`config.mk`:
```
export PLATFORM = sky130hd
export DESIGN_NAME = period_capture_freq_meter
export DESIGN_NICKNAME = d
export VERILOG_FILES = /design/src/hdl/pcfm_pkg.sv /design/src/hdl/pcfm_ctrl.sv /design/src/hdl/pcfm_dp.sv /design/src/hdl/period_capture_freq_meter.sv
export SDC_FILE = /design/constraint.sdc
export NUM_CORES = 1
export LEC_CHECK = 0
export BUFFER_PORTS_ARGS = -buffer_cell sky130_fd_sc_hd__buf_4
export CAP_MARGIN = 10
export CORE_UTILIZATION = 60
export CTS_BUF_LIST = sky130_fd_sc_hd__clkbuf_2 sky130_fd_sc_hd__clkbuf_4 sky130_fd_sc_hd__clkbuf_8
export CTS_CLUSTER_SIZE = 40
export DETAILED_ROUTE_END_ITERATION = 8
export GPL_ROUTABILITY_DRIVEN = 0
export HOLD_SLACK_MARGIN = 0.03
export PLACE_DENSITY = 0.85
export SLEW_MARGIN = 20
export SYNTH_ARGS = -nofsm -noshare
export SYNTH_HDL_FRONTEND = slang
export SYNTH_SLANG_ARGS = --single-unit
```
`constraint.sdc`:
```
create_clock -name clock -period 6.58 [get_ports clock]
set_input_delay 0.658 -clock clock [delete_from_list [all_inputs] [get_ports clock]]
set_output_delay 0.658 -clock clock [all_outputs]
set_load 0.02 [all_outputs]
```
`src/hdl/pcfm_pkg.sv`:
```
// Package with constants, codes and control types of the period capture frequency meter.
`timescale 1ns / 1ps
`default_nettype none

package pcfm_pkg;

   localparam int STAMP_BITS = 16;
   localparam int FIELD_W    = 16;
   localparam int STAMP_W    = (STAMP_BITS < FIELD_W) ? STAMP_BITS : FIELD_W;
   localparam int CONV_W     = 32;
   localparam int DIV_STEPS  = FIELD_W;
   localparam int STEP_CNT_W = $clog2(DIV_STEPS);

   localparam int REQ_USER_W = 2;
   localparam int REQ_DATA_W = 2 * FIELD_W;
   localparam int RSP_DATA_W = 3 * FIELD_W;
   localparam int CSR_ADDR_W = 3;
   localparam int CSR_DATA_W = 32;

   localparam logic [FIELD_W-1:0] CAPTURED_FLAG = FIELD_W'(2);
   localparam logic [FIELD_W-1:0] FREQ_MAX      = '1;

   typedef enum logic [REQ_USER_W-1:0] {
      CMD_CAPTURE = 2'd0,
      CMD_SET     = 2'd1,
      CMD_CLEAR   = 2'd2,
      CMD_STATUS  = 2'd3
   } cmd_code_type;

   typedef enum logic [CSR_ADDR_W-3:0] {
      REG_CONV_FACTOR = 1'b0
   } csr_index_type;

   typedef struct packed {
      logic accept;
      logic setup;
      logic step;
      logic load_out;
   } pcfm_cmd_type;

   typedef struct packed {
      logic skip_div;
   } pcfm_status_type;

endpackage

`default_nettype wire

```
`src/hdl/pcfm_ctrl.sv`:
```
// Controller state machine: transfer handshakes, divider sequencing, output register valid.
`timescale 1ns / 1ps
`default_nettype none

module pcfm_ctrl (
   input  wire logic                     clock,
   input  wire logic                     reset,
   input  wire logic                     req_tvalid,
   output logic                          req_tready,
   output logic                          rsp_tvalid,
   input  wire logic                     rsp_tready,
   input  wire pcfm_pkg::pcfm_status_type status,
   output pcfm_pkg::pcfm_cmd_type        cmd
);
   import pcfm_pkg::*;

   typedef enum logic [1:0] {
      S_IDLE,
      S_SETUP,
      S_DIV,
      S_DONE
   } state_type;

   state_type             state_ff, state_in;
   logic [STEP_CNT_W-1:0] cnt_ff, cnt_in;
   logic                  rsp_valid_ff, rsp_valid_in;

   always_comb begin
      state_in = state_ff;
      cnt_in   = cnt_ff;
      cmd      = '0;
      case (state_ff)
         S_IDLE: begin
            if (req_tvalid) begin
               cmd.accept = 1'b1;
               state_in   = S_SETUP;
            end
         end
         S_SETUP: begin
            cmd.setup = 1'b1;
            cnt_in    = '0;
            state_in  = status.skip_div ? S_DONE : S_DIV;
         end
         S_DIV: begin
            cmd.step = 1'b1;
            cnt_in   = cnt_ff + 1'b1;
            if (cnt_ff == STEP_CNT_W'(DIV_STEPS - 1)) begin
               state_in = S_DONE;
            end
         end
         S_DONE: begin
            // output slot free, or emptied by a transfer this cycle
            if (!rsp_valid_ff || rsp_tready) begin
               cmd.load_out = 1'b1;
               state_in     = S_IDLE;
            end
         end
         default: begin
            state_in = S_IDLE;
         end
      endcase
      rsp_valid_in = cmd.load_out | (rsp_valid_ff & ~rsp_tready);
   end

   always_ff @(posedge clock) begin
      if (reset) begin
         state_ff     <= S_IDLE;
         cnt_ff       <= '0;
         rsp_valid_ff <= 1'b0;
      end else begin
         state_ff     <= state_in;
         cnt_ff       <= cnt_in;
         rsp_valid_ff <= rsp_valid_in;
      end
   end

   assign req_tready = (state_ff == S_IDLE);
   assign rsp_tvalid = rsp_valid_ff;

endmodule

`default_nettype wire

```
`src/hdl/pcfm_dp.sv`:
```
// Datapath: capture pairing, flag register, period register, radix-2 divider, result register.
`timescale 1ns / 1ps
`default_nettype none

module pcfm_dp (
   input  wire logic                                clock,
   input  wire logic                                reset,
   input  wire pcfm_pkg::pcfm_cmd_type              cmd,
   output pcfm_pkg::pcfm_status_type                status,
   input  wire logic [pcfm_pkg::REQ_DATA_W-1:0]     req_tdata,
   input  wire logic [pcfm_pkg::REQ_USER_W-1:0]     req_tuser,
   input  wire logic [pcfm_pkg::CONV_W-1:0]         conv_factor,
   output logic      [pcfm_pkg::RSP_DATA_W-1:0]     rsp_tdata,
   output logic                                     rsp_tuser
);
   import pcfm_pkg::*;

   logic                  pending_ff, pending_in;
   logic [STAMP_W-1:0]    first_ff, first_in;
   logic [FIELD_W-1:0]    period_ff, period_in;
   logic [FIELD_W-1:0]    flag_ff, flag_in;
   logic [FIELD_W-1:0]    rem_ff, rem_in;
   logic [FIELD_W-1:0]    quo_ff, quo_in;
   logic [RSP_DATA_W-1:0] out_data_ff, out_data_in;
   logic                  out_valid_ff, out_valid_in;

   logic [STAMP_W-1:0]    stamp;
   logic [FIELD_W-1:0]    mask;
   cmd_code_type          code;
   logic [FIELD_W-1:0]    conv_hi;
   logic [FIELD_W-1:0]    conv_lo;
   logic [FIELD_W:0]      trial;
   logic [FIELD_W:0]      diff;
   logic                  fits;
   logic                  period_zero;
   logic                  saturate;
   logic [FIELD_W-1:0]    freq;

   assign stamp   = req_tdata[STAMP_W-1:0];
   assign mask    = req_tdata[2*FIELD_W-1:FIELD_W];
   assign code    = cmd_code_type'(req_tuser);
   assign conv_hi = conv_factor[CONV_W-1:CONV_W-FIELD_W];
   assign conv_lo = conv_factor[FIELD_W-1:0];

   // quotient overflows 16 bits exactly when the upper dividend half reaches the divisor
   assign period_zero     = (period_ff == '0);
   assign saturate        = (conv_hi >= period_ff);
   assign status.skip_div = period_zero | saturate;

   // one restoring step: remainder stays below the divisor, so it fits in 16 bits
   assign trial = {rem_ff, quo_ff[FIELD_W-1]};
   assign diff  = trial - {1'b0, period_ff};
   assign fits  = (trial >= {1'b0, period_ff});

   always_comb begin
      pending_in = pending_ff;
      first_in   = first_ff;
      period_in  = period_ff;
      flag_in    = flag_ff;
      if (cmd.accept) begin
         case (code)
            CMD_CAPTURE: begin
               if (!pending_ff) begin
                  first_in   = stamp;
                  pending_in = 1'b1;
               end else begin
                  // zero or negative difference: timer wrapped, drop the pair
                  if (stamp > first_ff) begin
                     period_in = FIELD_W'(stamp - first_ff);
                     flag_in   = flag_ff | CAPTURED_FLAG;
                  end
                  pending_in = 1'b0;
               end
            end
            CMD_SET: begin
               flag_in = flag_ff | mask;
            end
            CMD_CLEAR: begin
               flag_in = flag_ff & ~mask;
            end
            CMD_STATUS: begin
               flag_in = flag_ff;
            end
            default: begin
               flag_in = flag_ff;
            end
         endcase
      end
   end

   always_comb begin
      rem_in = rem_ff;
      quo_in = quo_ff;
      if (cmd.setup) begin
         rem_in = conv_hi;
         quo_in = conv_lo;
      end else if (cmd.step) begin
         rem_in = fits ? diff[FIELD_W-1:0] : trial[FIELD_W-1:0];
         quo_in = {quo_ff[FIELD_W-2:0], fits};
      end
   end

   always_comb begin
      if (period_zero) begin
         freq = '0;
      end else if (saturate) begin
         freq = FREQ_MAX;
      end else begin
         freq = quo_ff;
      end
      out_data_in  = out_data_ff;
      out_valid_in = out_valid_ff;
      if (cmd.load_out) begin
         out_data_in  = {freq, period_ff, flag_ff};
         out_valid_in = ~period_zero;
      end
   end

   always_ff @(posedge clock) begin
      if (reset) begin
         pending_ff <= 1'b0;
         first_ff   <= '0;
         period_ff  <= '0;
         flag_ff    <= '0;
      end else begin
         pending_ff <= pending_in;
         first_ff   <= first_in;
         period_ff  <= period_in;
         flag_ff    <= flag_in;
      end
   end

   always_ff @(posedge clock) begin
      rem_ff       <= rem_in;
      quo_ff       <= quo_in;
      out_data_ff  <= out_data_in;
      out_valid_ff <= out_valid_in;
   end

   assign rsp_tdata = out_data_ff;
   assign rsp_tuser = out_valid_ff;

endmodule

`default_nettype wire

```
`src/hdl/period_capture_freq_meter.sv`:
```
// Reciprocal frequency meter: input capture pairing, flag register and 32-by-16 divider.
//
// Usage:
//  req channel: one transfer per item. req_tuser carries the command (capture edge,
//  set flags, clear flags, status read); req_tdata carries the capture stamp and the
//  flag mask. Every item yields exactly one transfer on the rsp channel with the
//  flags, the stored period, the frequency (conv_factor / period, saturated to
//  65535) and, on rsp_tuser, a bit saying whether a period is stored.
//  csr port: APB-style, one register (conv_factor) at byte address 0; write it only
//  while no item is in flight.
//  Timing: one item at a time. With no period stored, or when the quotient would
//  saturate, the controller goes from setup straight to the done state and loads
//  the result register. Otherwise the 16-step radix-2 divider loop runs between
//  setup and done. A new item is taken only once the last result is loaded.
//  The result register frees the input side once loaded: req_tready rises while a
//  result still waits. If the receiver stalls, the next item completes and waits
//  in the controller until the result register empties.
//  Reset clears the pairing state, period, flags, conv_factor and the result valid.
`timescale 1ns / 1ps
`default_nettype none

module period_capture_freq_meter (
   input  wire logic                                clock,
   input  wire logic                                reset,
   // req
   input  wire logic                                req_tvalid,
   output logic                                     req_tready,
   input  wire logic [pcfm_pkg::REQ_DATA_W-1:0]     req_tdata,  // stamp[15:0], flag_mask[31:16]
   input  wire logic [pcfm_pkg::REQ_USER_W-1:0]     req_tuser,  // cmd[1:0]
   // rsp
   output logic                                     rsp_tvalid,
   input  wire logic                                rsp_tready,
   output logic      [pcfm_pkg::RSP_DATA_W-1:0]     rsp_tdata,  // flag_bits[15:0],
                                                                // period_counts[31:16],
                                                                // frequency[47:32]
   output logic                                     rsp_tuser,  // freq_valid
   // csr
   input  wire logic                                csr_psel,
   input  wire logic                                csr_penable,
   input  wire logic                                csr_pwrite,
   input  wire logic [pcfm_pkg::CSR_ADDR_W-1:0]     csr_paddr,
   input  wire logic [pcfm_pkg::CSR_DATA_W-1:0]     csr_pwdata,
   output logic      [pcfm_pkg::CSR_DATA_W-1:0]     csr_prdata,
   output logic                                     csr_pready
);
   import pcfm_pkg::*;

   logic [CONV_W-1:0] conv_ff, conv_in;
   logic              csr_write;
   csr_index_type     csr_index;
   pcfm_cmd_type      cmd;
   pcfm_status_type   status;

   assign csr_pready = 1'b1;
   assign csr_index  = csr_index_type'(csr_paddr[CSR_ADDR_W-1:2]);
   assign csr_write  = csr_psel & csr_penable & csr_pwrite & csr_pready;

   always_comb begin
      conv_in = conv_ff;
      if (csr_write && csr_index == REG_CONV_FACTOR) begin
         conv_in = csr_pwdata;
      end
      csr_prdata = (csr_index == REG_CONV_FACTOR) ? conv_ff : '0;
   end

   always_ff @(posedge clock) begin
      if (reset) begin
         conv_ff <= '0;
      end else begin
         conv_ff <= conv_in;
      end
   end

   pcfm_ctrl u_ctrl (
      .clock      (clock),
      .reset      (reset),
      .req_tvalid (req_tvalid),
      .req_tready (req_tready),
      .rsp_tvalid (rsp_tvalid),
      .rsp_tready (rsp_tready),
      .status     (status),
      .cmd        (cmd)
   );

   pcfm_dp u_dp (
      .clock       (clock),
      .reset       (reset),
      .cmd         (cmd),
      .status      (status),
      .req_tdata   (req_tdata),
      .req_tuser   (req_tuser),
      .conv_factor (conv_ff),
      .rsp_tdata   (rsp_tdata),
      .rsp_tuser   (rsp_tuser)
   );

endmodule

`default_nettype wire

```
==> results.rst <==
.. list-table::
   :header-rows: 1

   * - Metric
     - Value
   * - Post-Syn Nets
     - around 1.1k
   * - Sw Share
     - 37.0%
   * - Ranking of synthesized cells by area
     - edfxtp_1 (27%), dfxtp_1 (20%), ha_1 (7.9%), nand2_1 (6.2%), a21oi_1 (5.3%)
   * - Detailed route wirelength on metal2
     - 10.2 mm
   * - Number of enable-type register cells in the synthesized netlist
     - 81
   * - Number of instances in the synthesized netlist
     - 961
   * - Setup_tns
     - 0 ps
   * - Layout Nets
     - 1227
   * - IO buf count
     - 156
   * - Part of the total power dissipated in sequential elements
     - 41.9%
   * - Leakage component of the power
     - 4.25 nW
   * - Met3 routed wirelength
     - 1.16 mm
   * - Remaining number of nets flagged by the antenna check after routing
     - 0
   * - Clock-pin slew on the worst setup and hold paths
     - 100 ps
   * - #FFs+latches synth
     - between 150 and 200
   * - Inserted Diodes
     - 0
   * - Clock network latency to the later pin of the worst-skew pair
     - 460 ps
   * - Total routed wirelength
     - between 20 and 25 mm
   * - Core footprint
     - 14600 um^2
   * - Data required time at the worst endpoint
     - 6740 ps
   * - Initial DRT Pass Iterations
     - 5
   * - Global route overflow
     - 0
   * - Kind of start point of the critical path
     - flop
   * - Pin count of the biggest net entering global routing
     - 88
   * - Power dissipated by switching net loads
     - roughly 1.3 mW
   * - Number of global-route vias before repair
     - 7005
   * - Hold-fix buffer count after cts
     - 0
   * - Status
     - complete, no violations
   * - Effective utilization at floorplan
     - 61.8%
   * - Worst clock skew
     - about 15 ps
   * - Count of endpoints failing setup in the final report
     - 0
   * - Clock Power Share
     - 18.9%
   * - Final Max Slew Viols
     - 0
   * - Die X-Extent
     - 125 um
   * - Cell internal pwr
     - 2.23 mW
   * - Crit end category
     - flop
   * - Min-Delay Path Class
     - in2reg
   * - Hold Fails Final Rpt
     - 0
   * - Slew margin rel.
     - 34.4%
   * - Main synth FF type
     - dfxtp_1
   * - Signed area change from the synthesized netlist to the final layout
     - 17.3%
   * - Number of core rows
     - 44
   * - Initial antenna violation count
     - 0
   * - CTS tree
     - built
   * - Final cell utilization of the core
     - 72.5%
   * - PnR worst setup slack
     - 3260 ps
   * - Met1 routed wirelength after detailed routing
     - 9.07 mm
   * - Global-route wire length before repair
     - 34.4 mm
   * - Ratio of total power to cell area
     - 334 nW/um^2
   * - # clock sinks
     - around 170
   * - Kind of critical path
     - reg2reg
   * - Avg WL per Cell
     - 16.2 um
   * - Hpwl dp
     - about 15 mm
   * - Total number of vias
     - 7352
   * - Count of cells resized by post-cts repair
     - 0
   * - Highest achievable clock rate
     - between 300 and 400 MHz
   * - Number of H-tree levels
     - 4
   * - Max rail drop VDD
     - 210 uV
   * - DRC viols
     - 0
   * - Largest buffer count on any clock path
     - 2
   * - Fraction of synthesized cell area taken by the top area cell type
     - 27.0%
   * - Number of filler cells placed in the layout
     - approximately 1.1k
   * - Synthesis warning total
     - 0
   * - Violation count after the first detailed-route iteration
     - 576
   * - Buffers inserted by post-CTS timing repair
     - 0
   * - Per-cell via count in the routed design
     - 5.70
   * - Clock buffer count from CTS
     - 17
   * - Max-capacitance violation count
     - 0
   * - Cell at the root of the clock tree
     - clkbuf_8
   * - Place WS
     - roughly 3300 ps
   * - Slew at the pin closest to its max-slew limit
     - 984 ps
   * - Post-synthesis instance area
     - 9010 um^2
   * - Vertical die dimension
     - 125 um
   * - Synthesized area per cell
     - 9.38 um^2
   * - Arrival time worst endpoint
     - 3480 ps
   * - Count of cell types in the netlist
     - between 60 and 70
   * - Number of ports placed on the die boundary
     - 160
   * - Highest layer used for signal routing
     - met4
   * - Share of layout cells above drive strength 1
     - 19.8%
   * - Cell taking the most area after synthesis
     - edfxtp_1
   * - Part of the Yosys area used for sequential elements
     - 46.5%
   * - Tot GR Track Use
     - 27.6%
   * - Share of total power in combinational logic
     - 39.2%
   * - Setup repair after global routing missed its margin
     - no
   * - Largest driver fanout on the critical path
     - 12
   * - Share of synthesized flip-flops with an asynchronous set or reset
     - 0%
   * - Floorplan die area
     - 15500 um^2
   * - Final period utilization
     - 50.4%
   * - Final Critical Period
     - 3320 ps
placed cells by master (no fill, tap or decap), drive strengths merged, types with 2 or more instances in the layout:
cell,n
a211o,4
a211oi,10
a21boi,2
a21o,28
a21oi,96
a22oi,16
a31oi,4
and2,4
and3,3
buf,161
clkbuf,19
clkinv,5
clkinvlp,5
dfxtp,88
edfxtp,81
fa,2
ha,57
inv,58
mux2,18
mux2i,12
nand2,150
nand2b,10
nand3,18
nand3b,10
nand4,8
nor2,49
nor2b,38
nor3,6
nor3b,5
nor4,5
o211a,2
o211ai,4
o21a,25
o21ai,51
o22ai,3
o31a,5
o31ai,5
or3,4
xnor2,6
xor2,10
area by class of cell:
class                   count  area, um^2  share of cell area [%]
multi-input cells         688        4390                    41.5
flip-flops and latches    169        4190                    39.6
repair buffers            161        1210                    11.4
clock buffers              19         249                    2.35
well taps                 184         230                    2.18
inverters                  55         206                    1.95
clock inverters            13        97.6                   0.923
registers in the layout, indices dropped and copies added, names as in the netlist:
| signal | flops |
|---|---|
| u_ctrl.state_ff | 2 |
| u_ctrl.cnt_ff | 4 |
| u_dp.flag_ff | 16 |
| u_dp.rem_ff | 16 |
| u_dp.period_ff | 16 |
| u_dp.rsp_tdata | 48 |
| u_ctrl.rsp_tvalid | 1 |
| u_dp.quo_ff | 16 |
| u_dp.rsp_tuser | 1 |
| u_dp.first_ff | 16 |
| conv_ff | 32 |
| u_dp.pending_ff | 1 |
cell usage after synthesis, drive strengths merged, types with 6 or more instances:
library cell  instances
a22oi                16
xnor2                 6
nand3b               10
a21oi                96
o21a                 25
nand2               150
mux2                 18
nand4                 8
a211oi               10
clkbuf               36
inv                  55
ha                   57
dfxtp                88
a21o                 28
edfxtp               81
buf                  13
xor2                 10
nor2                 49
nand3                18
nand2b               10
mux2i                12
nor2b                38
nor3                  6
o21ai                51
through the flow:
| step | hold WS [ps] | power [mW] | cells | area (um^2) |
|---|---|---|---|---|
| detailed placement | 442 | 2.88 | 1257 | 10200 |
| finish | 433 | 3.54 | 1289 | 10600 |
| CTS | 420 | 3.54 | 1289 | 10600 |
| floorplan | 425 | 2.52 | 961 | 9010 |
| global route | 426 | 3.76 | 1289 | 10600 |
| global placement | 435 | 2.83 | 1257 | 10200 |
power groups by stage:
| stage | registers, mW | clock network [mW] | logic [mW] |
|---|---|---|---|
| finish | 1.48 | 0.669 | 1.39 |
| global route | 1.50 | 0.726 | 1.53 |
| CTS | 1.48 | 0.675 | 1.38 |
| detailed placement | 1.50 | 0 | 1.38 |
| global placement | 1.49 | 0 | 1.33 |
| floorplan | 1.51 | 0 | 1.01 |
final timing paths:
| check | start | endpoint | slack, ps | depth (start not counted) |
|---|---|---|---|---|
| max reg2reg | u_dp.period_ff[5]$_SDFFE_PP0P_ | u_dp.rem_ff[14]$_DFFE_PP_ | 3260 | 10 |
| max | u_dp.period_ff[5]$_SDFFE_PP0P_ | u_dp.rem_ff[14]$_DFFE_PP_ | 3260 | 10 |
| min | csr_pwdata[23] | conv_ff[23]$_SDFFE_PP0P_ | 430 | 3 |
| min reg2reg | u_dp.first_ff[8]$_SDFFE_PP0P_ | u_dp.first_ff[8]$_SDFFE_PP0P_ | 460 | 2 |
cell families (layout without fill, tap and decap cells):
logic type,after synthesis,in the layout,synth area share [%]
other cells,1,1,0.0416
compound gates,266,266,18.5
buf+inv,104,248,4.89
simple gates,316,316,16.6
fa+ha+maj,59,59,8.36
mux,30,30,3.58
xor+xnor,16,16,1.55
flops,169,169,46.5
critical path, stage by stage (launching register included):
cell      delay, ps
dfxtp_1         480
inv_1           110
ha_1            390
nand3_1         130
a21oi_1         240
o21ai_1         190
a21oi_1         780
buf_4           360
nand2b_1        180
inv_1            90
a221oi_1         70
routing by layer:
metal,global-route usage (%),vias up
met1,34.9,3451
met3,6.23,41
met2,46.3,193
met4,9.50,0
met5,0,-
li1,-,3667
Note: power is estimated with default switching activity, not from simulation.
